==> src/rtl/core/ssrs_pkg.sv <==
`timescale 1ns / 1ps
// ----------------------------------------------------------------------------
// Servo sweep range scanner package
// Widths, register indexes, reset values and fixed-point constants shared by
// the scanner modules.
// ----------------------------------------------------------------------------
package ssrs_pkg;

    localparam int TIME_W    = 32;
    localparam int IVAL_W    = 16;
    localparam int ECHO_W    = 16;
    localparam int ANGLE_W   = 8;
    localparam int WIDTH_W   = 11;
    localparam int DIST_W    = 11;
    localparam int CFG_IDX_W = 8;
    localparam int IN_W      = 48;
    localparam int OUT_W     = 32;

    localparam logic [ANGLE_W-1:0] ANGLE_MAX = 8'd180;
    localparam logic [WIDTH_W-1:0] WIDTH_MIN = 11'd1000;

    // angle*1000/180 equals floor(angle * 728200 / 2^17) for every angle 0..180.
    localparam int                 WIDTH_PROD_W = 28;
    localparam logic [19:0]        WIDTH_RECIP  = 20'd728200;
    localparam int                 WIDTH_SHIFT  = 17;

    // echo*343/20000 equals floor(echo * 343 * 54975582 / 2^40) for every
    // 16-bit echo; the two constant factors are merged into one.
    localparam int                 DIST_PROD_W = 51;
    localparam logic [34:0]        DIST_RECIP  = 35'd18856624626;
    localparam int                 DIST_SHIFT  = 40;

    localparam logic [IVAL_W-1:0]  PULSE_IVAL_RST   = 16'd20;
    localparam logic [IVAL_W-1:0]  STEP_IVAL_RST    = 16'd30;
    localparam logic [IVAL_W-1:0]  SAMPLE_IVAL_RST  = 16'd70;
    localparam logic [ECHO_W-1:0]  ECHO_TIMEOUT_RST = 16'd8000;

    typedef enum logic [CFG_IDX_W-1:0] {
        REG_PULSE_IVAL   = 8'd0,
        REG_STEP_IVAL    = 8'd1,
        REG_SAMPLE_IVAL  = 8'd2,
        REG_ECHO_TIMEOUT = 8'd3
    } cfg_reg_t;

    typedef struct packed {
        logic pulse;
        logic step;
        logic sample;
    } tick_fire_t;

endpackage

==> src/rtl/core/servo_sweep_range_scanner_top.sv <==
`timescale 1ns / 1ps
// ----------------------------------------------------------------------------
// Servo sweep range scanner
// Per millisecond tick: servo refresh pulse timing, back-and-forth sweep of
// the servo angle with its pulse width, and timed range samples from echoes.
//
//   Channel   Direction   Payload
//   s_axis    in          now_ms, echo_us
//   m_axis    out         pulse_fire, pulse_width_us, sample_fire,
//                         sample_angle, distance_cm
//   cfg_wr    in          four 16-bit interval and timeout registers
//
// An item moves from the input register directly into the result register,
// so one item is taken every cycle while m_axis is not stalled; the result
// is valid once the item has passed the input and result registers. The
// timer and sweep state updates of one item are ready for the next item in
// the following cycle. A stall on m_axis holds the result register, and the
// input register still takes one item behind it. Reset clears the pipeline,
// the timers and the sweep, and loads the register defaults.
// ----------------------------------------------------------------------------
module servo_sweep_range_scanner_top (
    input  logic                            aclk,
    input  logic                            aresetn,
    input  logic                            s_axis_tvalid,
    output logic                            s_axis_tready,
    // [31:0] now_ms, [47:32] echo_us
    input  logic [ssrs_pkg::IN_W-1:0]       s_axis_tdata,
    output logic                            m_axis_tvalid,
    input  logic                            m_axis_tready,
    // [0] pulse_fire, [11:1] pulse_width_us, [12] sample_fire,
    // [20:13] sample_angle, [31:21] distance_cm
    output logic [ssrs_pkg::OUT_W-1:0]      m_axis_tdata,
    input  logic                            cfg_wr_en,
    input  logic [ssrs_pkg::CFG_IDX_W-1:0]  cfg_wr_index,
    input  logic [ssrs_pkg::IVAL_W-1:0]     cfg_wr_data
);
    import ssrs_pkg::*;

    logic [IVAL_W-1:0] pulse_ival_reg;
    logic [IVAL_W-1:0] step_ival_reg;
    logic [IVAL_W-1:0] sample_ival_reg;
    logic [ECHO_W-1:0] echo_timeout_reg;

    logic              in_valid_reg;
    logic [TIME_W-1:0] now_reg;
    logic [ECHO_W-1:0] echo_reg;
    logic              out_valid_reg;
    logic [OUT_W-1:0]  out_data_reg;
    logic [OUT_W-1:0]  out_data_next;

    logic              advance;
    logic              proc;
    tick_fire_t        fire;
    logic [ANGLE_W-1:0] angle_after;
    logic [WIDTH_W-1:0] width_before;
    logic [DIST_W-1:0]  distance;

    // Configuration registers.
    always_ff @(posedge aclk) begin
        if (!aresetn) begin
            pulse_ival_reg   <= PULSE_IVAL_RST;
            step_ival_reg    <= STEP_IVAL_RST;
            sample_ival_reg  <= SAMPLE_IVAL_RST;
            echo_timeout_reg <= ECHO_TIMEOUT_RST;
        end else if (cfg_wr_en) begin
            unique case (cfg_wr_index)
                REG_PULSE_IVAL:   pulse_ival_reg   <= cfg_wr_data;
                REG_STEP_IVAL:    step_ival_reg    <= cfg_wr_data;
                REG_SAMPLE_IVAL:  sample_ival_reg  <= cfg_wr_data;
                REG_ECHO_TIMEOUT: echo_timeout_reg <= cfg_wr_data;
                default: ;
            endcase
        end
    end

    // The result register frees up when empty or when its transfer completes.
    assign advance       = !out_valid_reg || m_axis_tready;
    assign proc          = in_valid_reg && advance;
    assign s_axis_tready = !in_valid_reg || advance;

    always_ff @(posedge aclk) begin
        if (!aresetn) begin
            in_valid_reg <= 1'b0;
        end else if (s_axis_tvalid && s_axis_tready) begin
            in_valid_reg <= 1'b1;
        end else if (proc) begin
            in_valid_reg <= 1'b0;
        end
    end

    always_ff @(posedge aclk) begin
        if (s_axis_tvalid && s_axis_tready) begin
            now_reg  <= s_axis_tdata[TIME_W-1:0];
            echo_reg <= s_axis_tdata[TIME_W +: ECHO_W];
        end
    end

    ssrs_timer u_pulse_timer (
        .aclk        (aclk),
        .aresetn     (aresetn),
        .now_ms      (now_reg),
        .interval_ms (pulse_ival_reg),
        .update      (proc),
        .fire        (fire.pulse)
    );

    ssrs_timer u_step_timer (
        .aclk        (aclk),
        .aresetn     (aresetn),
        .now_ms      (now_reg),
        .interval_ms (step_ival_reg),
        .update      (proc),
        .fire        (fire.step)
    );

    ssrs_timer u_sample_timer (
        .aclk        (aclk),
        .aresetn     (aresetn),
        .now_ms      (now_reg),
        .interval_ms (sample_ival_reg),
        .update      (proc),
        .fire        (fire.sample)
    );

    ssrs_sweep u_sweep (
        .aclk         (aclk),
        .aresetn      (aresetn),
        .step_en      (proc && fire.step),
        .angle_after  (angle_after),
        .width_before (width_before)
    );

    ssrs_range u_range (
        .echo_us         (echo_reg),
        .echo_timeout_us (echo_timeout_reg),
        .sample          (fire.sample),
        .distance_cm     (distance)
    );

    assign out_data_next = {distance, angle_after, fire.sample, width_before, fire.pulse};

    always_ff @(posedge aclk) begin
        if (!aresetn) begin
            out_valid_reg <= 1'b0;
        end else if (advance) begin
            out_valid_reg <= in_valid_reg;
        end
    end

    always_ff @(posedge aclk) begin
        if (proc) begin
            out_data_reg <= out_data_next;
        end
    end

    assign m_axis_tvalid = out_valid_reg;
    assign m_axis_tdata  = out_data_reg;

    // The sweep never leaves 0..180 degrees.
    a_angle_range: assert property (@(posedge aclk) disable iff (!aresetn)
        m_axis_tvalid |-> (m_axis_tdata[20:13] <= ANGLE_MAX))
        else $error("sample_angle above 180 degrees");

    // The pulse width stays within 1000..2000 microseconds.
    a_width_range: assert property (@(posedge aclk) disable iff (!aresetn)
        m_axis_tvalid |-> ((m_axis_tdata[11:1] >= WIDTH_MIN)
                           && (m_axis_tdata[11:1] <= 11'd2000)))
        else $error("pulse_width_us out of range");

    // A distance is only reported with a sample.
    a_dist_gated: assert property (@(posedge aclk) disable iff (!aresetn)
        (m_axis_tvalid && !m_axis_tdata[12]) |-> (m_axis_tdata[31:21] == '0))
        else $error("distance_cm nonzero without sample_fire");

    // A processed item always lands in the result register.
    a_proc_to_out: assert property (@(posedge aclk) disable iff (!aresetn)
        proc |=> out_valid_reg)
        else $error("processed item lost before the result register");

endmodule

==> src/rtl/core/ssrs_timer.sv <==
`timescale 1ns / 1ps
// ----------------------------------------------------------------------------
// Scanner interval timer
// Fires when the wrap-safe elapsed time since the last firing reaches the
// interval, and on an update records the current time as the last firing.
// ----------------------------------------------------------------------------
module ssrs_timer (
    input  logic                         aclk,
    input  logic                         aresetn,
    input  logic [ssrs_pkg::TIME_W-1:0]  now_ms,
    input  logic [ssrs_pkg::IVAL_W-1:0]  interval_ms,
    input  logic                         update,
    output logic                         fire
);
    import ssrs_pkg::*;

    logic [TIME_W-1:0] last_reg;
    logic [TIME_W-1:0] last_next;
    logic [TIME_W-1:0] elapsed;

    // Unsigned subtraction modulo 2^32 handles the time counter wrapping.
    assign elapsed = now_ms - last_reg;
    assign fire    = elapsed >= TIME_W'(interval_ms);

    always_comb begin
        last_next = last_reg;
        if (update && fire) begin
            last_next = now_ms;
        end
    end

    always_ff @(posedge aclk) begin
        if (!aresetn) begin
            last_reg <= '0;
        end else begin
            last_reg <= last_next;
        end
    end

endmodule

==> src/rtl/core/ssrs_sweep.sv <==
`timescale 1ns / 1ps
// ----------------------------------------------------------------------------
// Scanner sweep stepper
// Holds the servo angle, sweep direction and pulse width, and moves the angle
// one degree per step between 0 and 180 degrees.
// ----------------------------------------------------------------------------
module ssrs_sweep (
    input  logic                          aclk,
    input  logic                          aresetn,
    input  logic                          step_en,
    output logic [ssrs_pkg::ANGLE_W-1:0]  angle_after,
    output logic [ssrs_pkg::WIDTH_W-1:0]  width_before
);
    import ssrs_pkg::*;

    logic [ANGLE_W-1:0]      angle_reg;
    logic [ANGLE_W-1:0]      angle_next;
    logic                    dir_down_reg;
    logic                    dir_down_next;
    logic [WIDTH_W-1:0]      width_reg;
    logic [WIDTH_W-1:0]      width_next;
    logic                    dir_turn;
    logic [ANGLE_W-1:0]      angle_moved;
    logic [WIDTH_PROD_W-1:0] width_prod;

    always_comb begin
        // The direction turns at either end before the angle moves.
        dir_turn = dir_down_reg;
        if (!dir_down_reg && (angle_reg >= ANGLE_MAX)) begin
            dir_turn = 1'b1;
        end else if (dir_down_reg && (angle_reg == '0)) begin
            dir_turn = 1'b0;
        end

        angle_moved = angle_reg;
        if (dir_turn) begin
            if (angle_reg != '0) begin
                angle_moved = angle_reg - 1'b1;
            end
        end else if (angle_reg < ANGLE_MAX) begin
            angle_moved = angle_reg + 1'b1;
        end
        if (angle_moved > ANGLE_MAX) begin
            angle_moved = ANGLE_MAX;
        end
    end

    assign width_prod = WIDTH_PROD_W'(angle_moved) * WIDTH_PROD_W'(WIDTH_RECIP);

    always_comb begin
        angle_next    = angle_reg;
        dir_down_next = dir_down_reg;
        width_next    = width_reg;
        if (step_en) begin
            angle_next    = angle_moved;
            dir_down_next = dir_turn;
            width_next    = WIDTH_MIN + WIDTH_W'(width_prod >> WIDTH_SHIFT);
        end
    end

    assign angle_after  = angle_next;
    assign width_before = width_reg;

    always_ff @(posedge aclk) begin
        if (!aresetn) begin
            angle_reg    <= '0;
            dir_down_reg <= 1'b0;
            width_reg    <= WIDTH_MIN;
        end else begin
            angle_reg    <= angle_next;
            dir_down_reg <= dir_down_next;
            width_reg    <= width_next;
        end
    end

endmodule

==> src/rtl/core/ssrs_range.sv <==
`timescale 1ns / 1ps
// ----------------------------------------------------------------------------
// Scanner range converter
// Turns an echo duration into a distance in centimeters, giving zero when no
// sample is due, when there is no echo, or when the echo exceeds the timeout.
// ----------------------------------------------------------------------------
module ssrs_range (
    input  logic [ssrs_pkg::ECHO_W-1:0]  echo_us,
    input  logic [ssrs_pkg::ECHO_W-1:0]  echo_timeout_us,
    input  logic                         sample,
    output logic [ssrs_pkg::DIST_W-1:0]  distance_cm
);
    import ssrs_pkg::*;

    logic [DIST_PROD_W-1:0] dist_prod;
    logic                   echo_ok;

    // Multiply by the scaled reciprocal of 20000/343 and keep the integer part.
    assign dist_prod = DIST_PROD_W'(echo_us) * DIST_PROD_W'(DIST_RECIP);
    assign echo_ok   = (echo_us != '0) && (echo_us <= echo_timeout_us);

    assign distance_cm = (sample && echo_ok) ? dist_prod[DIST_SHIFT +: DIST_W] : '0;

endmodule

==> config.mk <==
export PLATFORM = sky130hd
export DESIGN_NAME = servo_sweep_range_scanner_top
export DESIGN_NICKNAME = d
export VERILOG_FILES = /design/src/rtl/core/ssrs_pkg.sv /design/src/rtl/core/servo_sweep_range_scanner_top.sv /design/src/rtl/core/ssrs_timer.sv /design/src/rtl/core/ssrs_sweep.sv /design/src/rtl/core/ssrs_range.sv
export SDC_FILE = /design/constraint.sdc
export NUM_CORES = 1
export LEC_CHECK = 0
export BUFFER_PORTS_ARGS = -buffer_cell sky130_fd_sc_hd__buf_2
export CELL_PAD_IN_SITES_DETAIL_PLACEMENT = 0
export CELL_PAD_IN_SITES_GLOBAL_PLACEMENT = 1
export CORE_AREA = 3 3 298 300
export CTS_CLUSTER_SIZE = 12
export DETAILED_ROUTE_END_ITERATION = 10
export DIE_AREA = 0 0 301 303
export GPL_TIMING_DRIVEN = 0
export PLACE_DENSITY_LB_ADDON = 0.1
export SYNTH_ARGS = -nofsm -noshare
export SYNTH_HDL_FRONTEND = slang
export SYNTH_SLANG_ARGS = --single-unit
==> constraint.sdc <==
create_clock -name aclk -period 9.6 [get_ports aclk]
set_input_delay 1.92 -clock aclk [delete_from_list [all_inputs] [get_ports aclk]]
set_output_delay 1.92 -clock aclk [all_outputs]
set_load 0.03 [all_outputs]
Word-level counts from Yosys, hierarchy flattened
Index checks and enable logic that the tools add are counted.
Word-level totals
  memories kept: 0
  RAM bits: 0
  flip-flop bits (word level): 262
  memory bits (read-only): 0
  latch bits: 0
Cells by class
  reduce and logical (&&, ||, !) cells: 23
  muxes and demuxes: 9
  $mul: 2
  eq/ne operators: 3
  add/sub/neg operators: 6
  magnitude comparators: 7
  bitwise gates (word level): 0
  shift-type cells: 0
  div/mod/pow operators: 0
Operators by type and width (count)
  32-bit by 16-bit >= comparator with 1-bit output: 3
  32-bit subtractor: 3
  16-bit by 34-bit multiplier with 50-bit output, second input constant: 1
  8-bit 2-to-1 mux: 5
  8-bit by 17-bit multiplier with 25-bit output, second input constant: 1
  8-bit by 2-bit == test with 1-bit output, second input constant: 2
  16-bit <= comparator: 1
  8-bit zero test: 2
  16-bit nonzero test: 1
  10-bit by 11-bit adder with 11-bit output, first input constant: 1
  1-bit logical AND: 9
  8-bit by 1-bit adder with 8-bit output, second input constant: 1
  8-bit by 1-bit == test with 1-bit output, second input constant: 1
  8-bit >= comparator, second input constant: 1
  8-bit greater-than comparator, second input constant: 1
  8-bit < comparator, second input constant: 1
  2-bit AND reduction: 4
  8-bit nonzero test: 1
  8-bit by 1-bit subtractor with 8-bit output, second input constant: 1
  1-bit 2-to-1 mux: 4
  1-bit zero test: 3
  1-bit logical OR: 2
  2-bit nonzero test: 1

Logic depth before layout (Yosys ltp)
Gate-level depths: netlist of run 1.
  depth after elaboration: 9
  depth in mapped cells: 36
  mapped depth without buffers: 36

By module
A second synthesis of run 1 with hierarchy kept.
Second synthesis, totals
  cell total of the unflattened synthesis: 3324
  area total of the unflattened synthesis: 28977.8 µm²
Modules (own cells, without submodules)
  ssrs_timer at u_pulse_timer ...: times used 2, area each 4215.3 µm², cells an instance 569
  ssrs_range: times used 1, area each 8185.4 µm², cells an instance 904
  servo_sweep_range_scanner_top: times used 1, area each 5022.3 µm², cells an instance 331
  ssrs_timer at u_step_timer: times used 1, area each 3774.9 µm², cells an instance 525
  ssrs_sweep: times used 1, area each 3564.7 µm², cells an instance 426

Worst setup path after synthesis of run 1
No wires, ideal clock.
  kind: reg-to-reg
  start: reg u_sweep.angle_reg[0]
  end: reg u_sweep.width_reg[7], in the netlist u_sweep.width_before[7]
  stages on the path, launching flop included: 34
  slack: 2.489 ns
  arrival time: 7.032 ns
  required time: 9.521 ns
  period minus slack after synthesis: 7.111 ns
  buffers on the path: 0
  cell sequence: dfxtp_1 > inv_1 > ha_1 > or4b_4 > o21a_4 > a211oi_4 > o22a_2 > o211ai_2 > a21boi_0 > nor2b_1 > ha_1 > ha_1 > inv_1 > fa_1 > fa_1 > inv_1 > ha_1 > a21o_1 > a21o_1 > a221oi_1 > o41ai_2 > a21oi_2 > o22ai_4 > a21oi_1 > nor2b_1 > nor2_1 > xnor2_1 > ha_1 > inv_1 > a41o_1 > a21oi_1 > o211ai_1 > xor2_1 > o211ai_1
On the way
  word-level cells in the longest chain between the ends: 9
  elaborated cells between the ends (all ways): 17
  those cells by class: add/sub (3); mul (1); order compare (3); mux (6); reduce/logical (4)
RTL lines
  from (decl): RTL line ssrs_sweep.sv:16  | logic [ANGLE_W-1:0] angle_reg;
  from (signal assigned): RTL line ssrs_sweep.sv:70  | angle_reg <= angle_next;
  branches (longest 4 deep; another with 8-bit >= comparator)
  8-bit 2-to-1 mux (*): RTL line ssrs_sweep.sv:36  | if (dir_turn) begin
  8-bit greater-than comparator: RTL line ssrs_sweep.sv:43  | if (angle_moved > ANGLE_MAX) begin
  8-bit 2-to-1 mux (*): RTL line ssrs_sweep.sv:43
  8-bit by 17-bit multiplier with 25-bit output (*): RTL line ssrs_sweep.sv:48  | assign width_prod = WIDTH_PROD_W'(angle_moved) * WIDTH_PROD_W'(WIDTH_RECIP);
  10-bit by 11-bit adder with 11-bit output (*): RTL line ssrs_sweep.sv:57  | width_next = WIDTH_MIN + WIDTH_W'(width_prod >> WIDTH_SHIFT);
  to (signal assigned): RTL line ssrs_sweep.sv:72  | width_reg <= width_next;
  to (decl): RTL line ssrs_sweep.sv:20  | logic [WIDTH_W-1:0] width_reg;
Every way passes the cells marked *.
A chain may end at the register's enable or synchronous reset.

Worst setup path in the final report of run 1
Ends and elaborated chain as after synthesis.

==> out/metrics.csv, run 1 <==
metric;value;unit
worstMarginPinSlew;1.10;ns
portBuffers;109;
synth-edff-count;80;
fmaxAchievable;120;MHz
hold_path.class;reg -> reg;
crit_type;reg -> reg;
fin_total_pwr;5810;uW
synth-seq-cells;262;
cts.clk_slew.worst_paths;0.06;ns
maxCapViolCount;0;
muxShareOfSynthArea;0.0622;
p_leak;0.0130;uW
setup_viol;0;
dieArea;91200;sq um
synth_top_family_by_area;adder cells;
final_cells;4099;
cp_top_family;compound AO/OA/AOI/OAI gates;
coreArea;86500;sq um
pre_cts_ws;1.35;ns
fin_skew;0.0367;ns
arrival;8.75;ns
wl;78400;um
dp_cells;4028;
synth-main-ff-cell;dfxtp_1;
io_pins;111;
setup.worst_path.start_class;flop;
synth_compound_area_frac;0.137;
first_global_vias;20461;
cpMostUsedCell;ha_1;
period_minus_slack;8.32;ns
layout_common_cells;408 x ha_1, 393 x inv_1, 206 x nand2_1;
remaining_drc_errors;0;
end_kind;flop;
crit_fanout;8;
cts_tree;yes;
dieHeight;303;um
cts.repair.resized;0;
fin_nets;3565;
final_common_cell;ha_1;
drive_gt1_frac;0.0931;
holdBufCountCts;0;
syn_area_per_cell;9.33;sq um
clock_sinks;262;
wl_per_cell;19.1;um
cpPeakStageDelay;0.59;ns
synth_nets;3415;
grt_usage;0.173;
grt_first_pass_wirelength;122000;um
initial_core_util;0.298;
hold_violations;0;
ir_worst_vdd;144;uV
drtPass1Iterations;5;
drv_slew;0;
synthArstFlopShare;0;
grt_setup_unrepaired;no;
cts.path.max_buffers;3;
final_core_util;0.337;
synth_adder_area_share;0.328;
synth_cell_type_count;92;
post_cts_buffers;0;
h-tree-depth;2;
die_width;301;um
synthSimpleGateAreaFrac;0.138;
clock_latency;0.60;ns
syn_inst;2763;
final.setup.tns;0;ns
timing.final.crit_share;0.866;
ys_seq_area_frac;0.234;
run_status;completed;
root_buffer;clkbuf_16;
routabilityCongestion;0.823;
critPathBufInv;4;
cp_slowest_cell;nor2b_1;
vias_per_cell;4.85;
synth_xor_xnor_area_share;0.0278;
ys.warnings.count;0;
cts_buffers;38;
antenna_found_initial;2;
ant_nets;0;
area_delta_synth_final;12.9;%
timing.final.ws_setup;1.28;ns
hpwl;62900;um
netlist_area;25800;sq um
drt_iter0_drc;1129;
required;10.03;ns
routed-via-count;19860;
grt.overflow.total;0;
slew-limit-headroom;0.259;
rows;108;
grt_max_degree;42;
power_density;200;nW/um^2
==> metal layers <==
metal | vias up | global-route usage | share of wire
met4 | 0 | 0.0347 | 0.015
met1 | 9562 | 0.239 | 0.49
met5 | - | 0 | 0
li1 | 9898 | - | -
met2 | 330 | 0.287 | 0.46
met3 | 70 | 0.0233 | 0.036
==> cells in the mapped netlist (8+ instances only) <==
library cell,count,share of area
buf_2,10,0.0019
o211ai_1,63,0.018
nand2_1,206,0.030
a2111oi_0,11,0.0037
mux2_2,34,0.015
and3_1,22,0.0053
fa_1,167,0.13
and2_1,17,0.0041
edfxtp_1,80,0.093
a211o_1,8,0.0027
dfxtp_1,182,0.14
nor3_1,37,0.0072
ha_1,408,0.20
nor4_1,14,0.0034
or2_2,9,0.0022
a21o_1,70,0.020
or3_1,9,0.0022
o21bai_1,19,0.0055
clkbuf_1,60,0.0087
a211oi_1,9,0.0026
nand3_1,129,0.025
mux2i_1,113,0.044
a31oi_1,15,0.0036
o21a_1,30,0.0087
o21ai_1,8,0.0016
xnor2_1,54,0.018
nand4_1,20,0.0049
xor2_1,24,0.0082
nor2_1,83,0.012
o21ai_0,62,0.012
inv_1,393,0.057
a21oi_1,107,0.021
nand2b_1,27,0.0066
mux2_1,8,0.0035
nor2b_1,92,0.022
a21boi_0,29,0.0084
==> per-stage QoR <==
stage | hold WS [ns] | area (sq um)
3_3_place_gp | 0.415 | 27800
4_1_cts | 0.433 | 29100
2_1_floorplan | 0.403 | 25800
5_1_grt | 0.438 | 29100
3_5_place_dp | 0.417 | 27800
6_report | 0.429 | 29100
==> report_power, final <==
| group | leakage, uW | total, uW | switching (uW) | internal, uW |
|---|---|---|---|---|
| combinational | 0.0101 | 3050 | 1730 | 1320 |
| clock | 0.000622 | 1480 | 608 | 869 |
| sequential | 0.00224 | 1290 | 74.9 | 1210 |
==> cells by family (layout without fill, tap and decap cells) <==
logic type,Yosys count,count (layout)
compound gates,508,508
xor+xnor,80,80
fa+ha+maj,575,575
buf+inv,478,658
flops,262,262
mux,155,155
other cells,1,2
simple gates,704,704
==> worst paths after layout <==
path,from,end,slack [ns],cells past startpoint
hold / removal,u_sweep.width_before[4],m_axis_tdata[5],0.43,0
setup / recovery,u_sweep.angle_reg[0],u_sweep.width_before[7],1.28,33
hold reg to reg,u_sweep.width_before[4],m_axis_tdata[5],0.43,0
setup reg to reg,u_sweep.angle_reg[0],u_sweep.width_before[7],1.28,33
==> cell type report <==
cell class / instances / area, sq um
timing repair buffer: 110 / 573
clock buffer: 53 / 1100
antenna: 1 / 2.50
fill: 9083 / 57400
sequential: 262 / 6050
multi-input combinational: 2023 / 17900
clock inverter: 17 / 194
inverter: 394 / 1480
buffer: 84 / 388
tap: 1155 / 1450
No activity file was read; power rests on OpenSTA's default activity.
==> inputs of run 2 (changes only) <==
CORE_AREA = 3 3 315 317   (was 3 3 298 300)
DIE_AREA = 0 0 318 320   (was 0 0 301 303)
SYNTH_HIERARCHICAL = 1   (was default)
==> out/metrics.csv, run 2 <==
metric;value;unit;change
run_status;completed;;unchanged
final_common_cell;inv_1;;was ha_1
final_cells;4779;;was 4099
area_delta_synth_final;11.7;%;was 12.9%
layout_common_cells;500 x inv_1, 411 x nand2_1, 408 x ha_1;;was 408 x ha_1, 393 x inv_1, 206 x nand2_1
cp_slowest_cell;a21boi_0;;was nor2b_1
placed_area;31200;sq um;was 27800 sq um
p_leak;0.0145;uW;was 0.0130 uW
synth-edff-count;80;;unchanged
ys_seq_area_frac;0.209;;was 0.234
synthTopCellsByArea;ha_1 18%, dfxtp_1 13%, fa_1 12%;;was ha_1 20%, dfxtp_1 14%, fa_1 13%
crit_fanout;10;;was 8
drt_iter0_drc;1256;;was 1129
root_buffer;clkbuf_16;;unchanged
setup_viol;0;;unchanged
netlist_area;29000;sq um;was 25800 sq um
dieHeight;320;um;was 303 um
final.setup.tns;0;ns;unchanged
rows;114;;was 108
first_global_vias;25117;;was 20461
coreArea;96600;sq um;was 86500 sq um
synth_most_common_cell;inv_1;;was ha_1
worstMarginPinSlew;1.09;ns;was 1.10 ns
post_cts_buffers;0;;unchanged
maxCapViolCount;0;;unchanged
synth-main-ff-cell;dfxtp_1;;unchanged
fin_skew;0.0364;ns;was 0.0367 ns
hpwl;80700;um;was 62900 um
cpPeakStageDelay;0.83;ns;was 0.59 ns
comb_power_share;0.637;;was 0.524
netlist_top_cells_count;500 x inv_1, 411 x nand2_1, 408 x ha_1;;was 408 x ha_1, 393 x inv_1, 206 x nand2_1
grt_usage;0.187;;was 0.173
dieArea;102000;sq um;was 91200 sq um
grt_first_pass_wirelength;150000;um;was 122000 um
p_sw;3490;uW;was 2410 uW
synth_nets;3976;;was 3415
grt.overflow.total;0;;unchanged
syn_inst;3324;;was 2763
fin_area;32400;sq um;was 29100 sq um
drive_gt1_frac;0.0842;;was 0.0931
holdBufCountCts;0;;unchanged
cts_buffers;37;;was 38
wl;96400;um;was 78400 um
clock_sinks;262;;unchanged
synthArstFlopShare;0;;unchanged
power_density;227;nW/um^2;was 200 nW/um^2
portBuffers;110;;was 109
ant_nets;0;;unchanged
cts_tree;yes;;unchanged
h-tree-depth;2;;unchanged
crit_type;reg -> reg;;unchanged
fmaxAchievable;117;MHz;was 120 MHz
syn_area_per_cell;8.72;sq um;was 9.33 sq um
synth_cell_type_count;112;;was 92
sequentialPowerShare;0.174;;was 0.222
slew-limit-headroom;0.269;;was 0.259
arrival;8.98;ns;was 8.75 ns
timing.final.crit_share;0.887;;was 0.866
hold_path.class;reg -> reg;;unchanged
end_kind;flop;;unchanged
p_int;3860;uW;was 3400 uW
routabilityCongestion;0.899;;was 0.823
fin_total_pwr;7340;uW;was 5810 uW
synth_top_area_frac;0.176;;was 0.198
routed-via-count;23927;;was 19860
vias_per_cell;5.01;;was 4.85
n_antenna_cell;0;;was 1
ir_worst_vdd;166;uV;was 144 uV
required;10.07;ns;was 10.03 ns
cts.repair.resized;0;;unchanged
clock_latency;0.60;ns;about the same
cts.path.max_buffers;3;;unchanged
clock_power_share;0.189;;was 0.254
synth-seq-cells;262;;unchanged
period_minus_slack;8.51;ns;was 8.32 ns
grt_setup_unrepaired;no;;unchanged
remaining_drc_errors;0;;unchanged
drv_slew;0;;unchanged
fin_nets;4127;;was 3565
grt_max_degree;31;;was 42
antenna_found_initial;2;;unchanged
setup.worst_path.start_class;flop;;unchanged
p_sw_frac;0.475;;was 0.415
initial_core_util;0.300;;was 0.298
drtPass1Iterations;5;;unchanged
wl_per_cell;20.2;um;was 19.1 um
synth_top_area_cell;ha_1;;unchanged
dp_cells;4712;;was 4028
cts.clk_slew.worst_paths;0.06;ns;about the same
io_pins;111;;unchanged
ys.warnings.count;6;;was 0
hold_violations;0;;unchanged
die_width;318;um;was 301 um
run 2: critical path, delay by kind of cell, from the launching register on:
family / cells / cell delay [ns]
DFF: 1 / 0.51
and+or+nand+nor: 4 / 0.77
AOI/OAI and AO/OA: 11 / 3.78
buffers and inverters: 5 / 0.76
xor gates and xnor gates: 1 / 0.29
adders and majority gates: 7 / 2.28
run 2: cell type report:
cell class	instances	area, sq um
repair buffers	112	591
clock inverters	12	148
plain buffers	103	573
multi-input cells	2458	20500
fillers	10195	64200
clock buffers	55	1050
flip-flops and latches	262	6050
well taps	1276	1600
inverters	501	1880
run 2: stage by stage:
| step | utilization | setup WS, ns | hold WS [ns] |
|---|---|---|---|
| 2_1_floorplan | - | 2.58 | 0.403 |
| 3_3_place_gp | 0.322 | 0.904 | 0.419 |
| 3_5_place_dp | 0.323 | 0.976 | 0.420 |
| 4_1_cts | 0.335 | 0.936 | 0.430 |
| 5_1_grt | 0.335 | 0.361 | 0.444 |
| 6_report | 0.335 | 1.09 | 0.428 |
run 2: cells by family (layout without fill, tap and decap cells):
| kind of cell | Yosys count | in the layout | share of synthesized area |
|---|---|---|---|
| adders and majority gates | 575 | 575 | 0.292 |
| DFF | 262 | 262 | 0.209 |
| muxes | 181 | 181 | 0.0629 |
| buffers and inverters | 604 | 783 | 0.0847 |
| and+or+nand+nor | 969 | 969 | 0.168 |
| other | 1 | 1 | 0.000129 |
| AOI/OAI and AO/OA | 648 | 648 | 0.159 |
| xor gates and xnor gates | 84 | 84 | 0.0254 |
run 2: final timing paths:
check,startpoint,end,slack [ns],cells past startpoint
min reg2reg,u_sweep/width_before[8],m_axis_tdata[9],0.43,0
max,u_sweep/angle_reg[1],u_sweep/width_before[9],1.09,28
max reg2reg,u_sweep/angle_reg[1],u_sweep/width_before[9],1.09,28
min,u_sweep/width_before[8],m_axis_tdata[9],0.43,0
run 2: power groups by stage:
stage / Clock, uW / Combinational (uW) / Sequential, uW
floorplan: 0 / 3330 / 1300
global placement: 0 / 4660 / 1310
detailed placement: 0 / 4670 / 1310
CTS: 1450 / 4710 / 1280
global route: 1490 / 5300 / 1290
finish: 1380 / 4680 / 1280
run 2: layer usage:
layer / track usage / vias to the layer above / part of all wire
met5: 0 / - / 0
met4: 0.0559 / 0 / 0.029
met3: 0.0208 / 124 / 0.027
met2: 0.336 / 399 / 0.50
met1: 0.235 / 11621 / 0.44
li1: - / 11783 / -
==> inputs of run 3 (changes only) <==
ABC_AREA = 1   (was default)
CORE_AREA = 3 3 329 331   (was 3 3 315 317)
DIE_AREA = 0 0 332 334   (was 0 0 318 320)
==> out/metrics.csv, run 3 <==
metric;value;unit;change
run_status;completed;;unchanged
setup.worst_path.start_class;flop;;unchanged
ir_worst_vdd;162;uV;was 166 uV
clock_power_share;0.177;;was 0.189
die_width;332;um;was 318 um
synth_cell_type_count;52;;was 112
arrival;7.10;ns;was 8.98 ns
wl;108000;um;was 96400 um
synth-main-ff-cell;dfxtp_1;;unchanged
met2_usage;0.320;;was 0.336
use_met3;0.0228;;was 0.0208
crit_type;reg -> reg;;unchanged
synthArstFlopShare;0;;unchanged
fin_skew;0.0297;ns;was 0.0364 ns
area_delta_synth_final;11.6;%;was 11.7%
syn_inst;4809;;was 3324
use_met1;0.270;;was 0.235
netlist_top_cells_count;1368 x nand2_1, 1130 x inv_1, 417 x nor2_1;;was 500 x inv_1, 411 x nand2_1, 408 x ha_1
cpPeakStageDelay;0.53;ns;was 0.83 ns
fin_nets;5613;;was 4127
fin_area;35300;sq um;was 32400 sq um
comb_power_share;0.670;;was 0.637
routabilityCongestion;0.851;;was 0.899
hold_violations;0;;unchanged
rows;119;;was 114
layout_common_cells;1368 x nand2_1, 1128 x inv_1, 417 x nor2_1;;was 500 x inv_1, 411 x nand2_1, 408 x ha_1
netlist_area;31600;sq um;was 29000 sq um
synth-seq-cells;262;;unchanged
coreArea;105000;sq um;was 96600 sq um
placed_area;33900;sq um;was 31200 sq um
worstMarginPinSlew;1.09;ns;about the same
grt_most_used_layer;met2;;unchanged
final.setup.tns;0;ns;unchanged
synth_most_common_cell;nand2_1;;was inv_1
p_sw_frac;0.527;;was 0.475
drtPass1Iterations;7;;was 5
holdBufCountCts;0;;unchanged
cts.repair.resized;0;;unchanged
synth_top_area_cell;nand2_1;;was ha_1
cts_tree;yes;;unchanged
crit_fanout;8;;was 10
num-fill-cells;12030;;was 10195
dieHeight;334;um;was 320 um
seqCellArea;6050;sq um;unchanged
p_sw;4450;uW;was 3490 uW
io_pins;111;;unchanged
vias_per_cell;4.45;;was 5.01
end_kind;flop;;unchanged
grt_setup_unrepaired;no;;unchanged
slew-limit-headroom;0.277;;was 0.269
antenna_found_initial;9;;was 2
synthTopCellsByArea;nand2_1 16%, ha_1 16%, inv_1 13%;;was ha_1 18%, dfxtp_1 13%, fa_1 12%
timing.final.crit_share;0.689;;was 0.887
sequentialPowerShare;0.153;;was 0.174
cts.clk_slew.worst_paths;0.06;ns;about the same
cts_buffers;38;;was 37
grt_first_pass_wirelength;166000;um;was 150000 um
fmaxAchievable;151;MHz;was 117 MHz
grt.overflow.total;0;;unchanged
initial_core_util;0.300;;about the same
dieArea;111000;sq um;was 102000 sq um
required;10.08;ns;was 10.07 ns
ant_nets;0;;unchanged
maxCapViolCount;0;;unchanged
syn_area_per_cell;6.57;sq um;was 8.72 sq um
portBuffers;110;;unchanged
ys_seq_area_frac;0.191;;was 0.209
synth_nets;5461;;was 3976
cp_slowest_cell;fa_1;;was a21boi_0
routed-via-count;28410;;was 23927
synth_top_area_frac;0.162;;was 0.176
clock_latency;0.60;ns;about the same
period_minus_slack;6.62;ns;was 8.51 ns
wl_per_cell;16.9;um;was 20.2 um
drive_gt1_frac;0.0723;;was 0.0842
post_cts_buffers;0;;unchanged
remaining_drc_errors;0;;unchanged
multi_input_area;20700;sq um;was 20500 sq um
hpwl;91000;um;was 80700 um
grt_max_degree;33;;was 31
p_leak;0.0195;uW;was 0.0145 uW
root_buffer;clkbuf_16;;unchanged
setup_viol;0;;unchanged
first_global_vias;28136;;was 25117
hold_path.class;reg -> reg;;unchanged
cts.path.max_buffers;3;;unchanged
p_int;4000;uW;was 3860 uW
final_common_cell;nand2_1;;was inv_1
clock_sinks;262;;unchanged
synth-edff-count;80;;unchanged
h-tree-depth;2;;unchanged
drt_iter0_drc;1426;;was 1256
power_density;240;nW/um^2;was 227 nW/um^2
grt_usage;0.194;;was 0.187
drv_slew;0;;unchanged
ys.warnings.count;6;;unchanged
run 3: changes by cell type after synthesis, moves of 60 or more:
cell and delta:
a21o_1 -60, a21oi_1 +124, inv_1 +630, mux2i_1 -172, nand2_1 +957, nand3_1 +270
nor2_1 +273, o21ai_0 -65
run 3: layout make-up:
cell class / count / area share
multi-input combinational: 3315 / 0.587
sequential: 262 / 0.171
inverter: 1145 / 0.122
tap: 1391 / 0.0493
clock buffer: 47 / 0.0292
timing repair buffer: 112 / 0.0167
buffer: 87 / 0.0160
clock inverter: 23 / 0.00819
antenna: 2 / 0.000142
run 3: layer usage:
metal	wire [um]	share of wire	vias to the layer above
li1	-	-	14967
met1	53200	0.49	12948
met2	48600	0.45	397
met3	3680	0.034	98
met4	2220	0.021	0
met5	0	0	-
run 3: per-stage QoR:
stage | setup WS [ns] | power (uW) | instances | util | hold slack (ns)
finish | 2.98 | 8450 | 6384 | 0.335 | 0.422
global route | 2.46 | 9510 | 6384 | 0.335 | 0.431
CTS | 2.77 | 8610 | 6382 | 0.335 | 0.424
detailed placement | 2.79 | 7030 | 6312 | 0.322 | 0.415
global placement | 2.87 | 7060 | 6310 | 0.322 | 0.416
floorplan | 4.17 | 5310 | 4809 | - | 0.403
run 3: cell families after synthesis:
group,count (synthesis),share of synthesized area
other,1,0.000119
AOI/OAI and AO/OA,380,0.0637
DFF,262,0.191
adders and majority gates,575,0.267
xor gates and xnor gates,59,0.0169
buffers and inverters,1232,0.154
and+or+nand+nor,2300,0.307
run 3: final timing paths:
check | cells after the start | to | slack, ns | from
min | 0 | m_axis_tdata[3] | 0.42 | u_sweep/width_before[2]
min reg2reg | 0 | m_axis_tdata[3] | 0.42 | u_sweep/width_before[2]
max reg2reg | 28 | u_sweep/width_before[10] | 2.98 | u_sweep/angle_reg[0]
max | 28 | u_sweep/width_before[10] | 2.98 | u_sweep/angle_reg[0]
run 3: power groups by stage:
| stage | logic, uW | clock network, uW | registers (uW) |
|---|---|---|---|
| 2_1_floorplan | 4020 | 0 | 1300 |
| 3_3_place_gp | 5740 | 0 | 1320 |
| 3_5_place_dp | 5710 | 0 | 1320 |
| 4_1_cts | 5760 | 1560 | 1290 |
| 5_1_grt | 6610 | 1600 | 1300 |
| 6_report | 5660 | 1500 | 1290 |
run 3: critical path, delay by kind of cell, from the launching register on:
family / cells / cell delay [ns]
and+or+nand+nor: 18 / 2.83
buffers and inverters: 1 / 0.15
DFF: 1 / 0.46
adders and majority gates: 6 / 2.40
xor gates and xnor gates: 1 / 0.21
AOI/OAI and AO/OA: 2 / 0.45
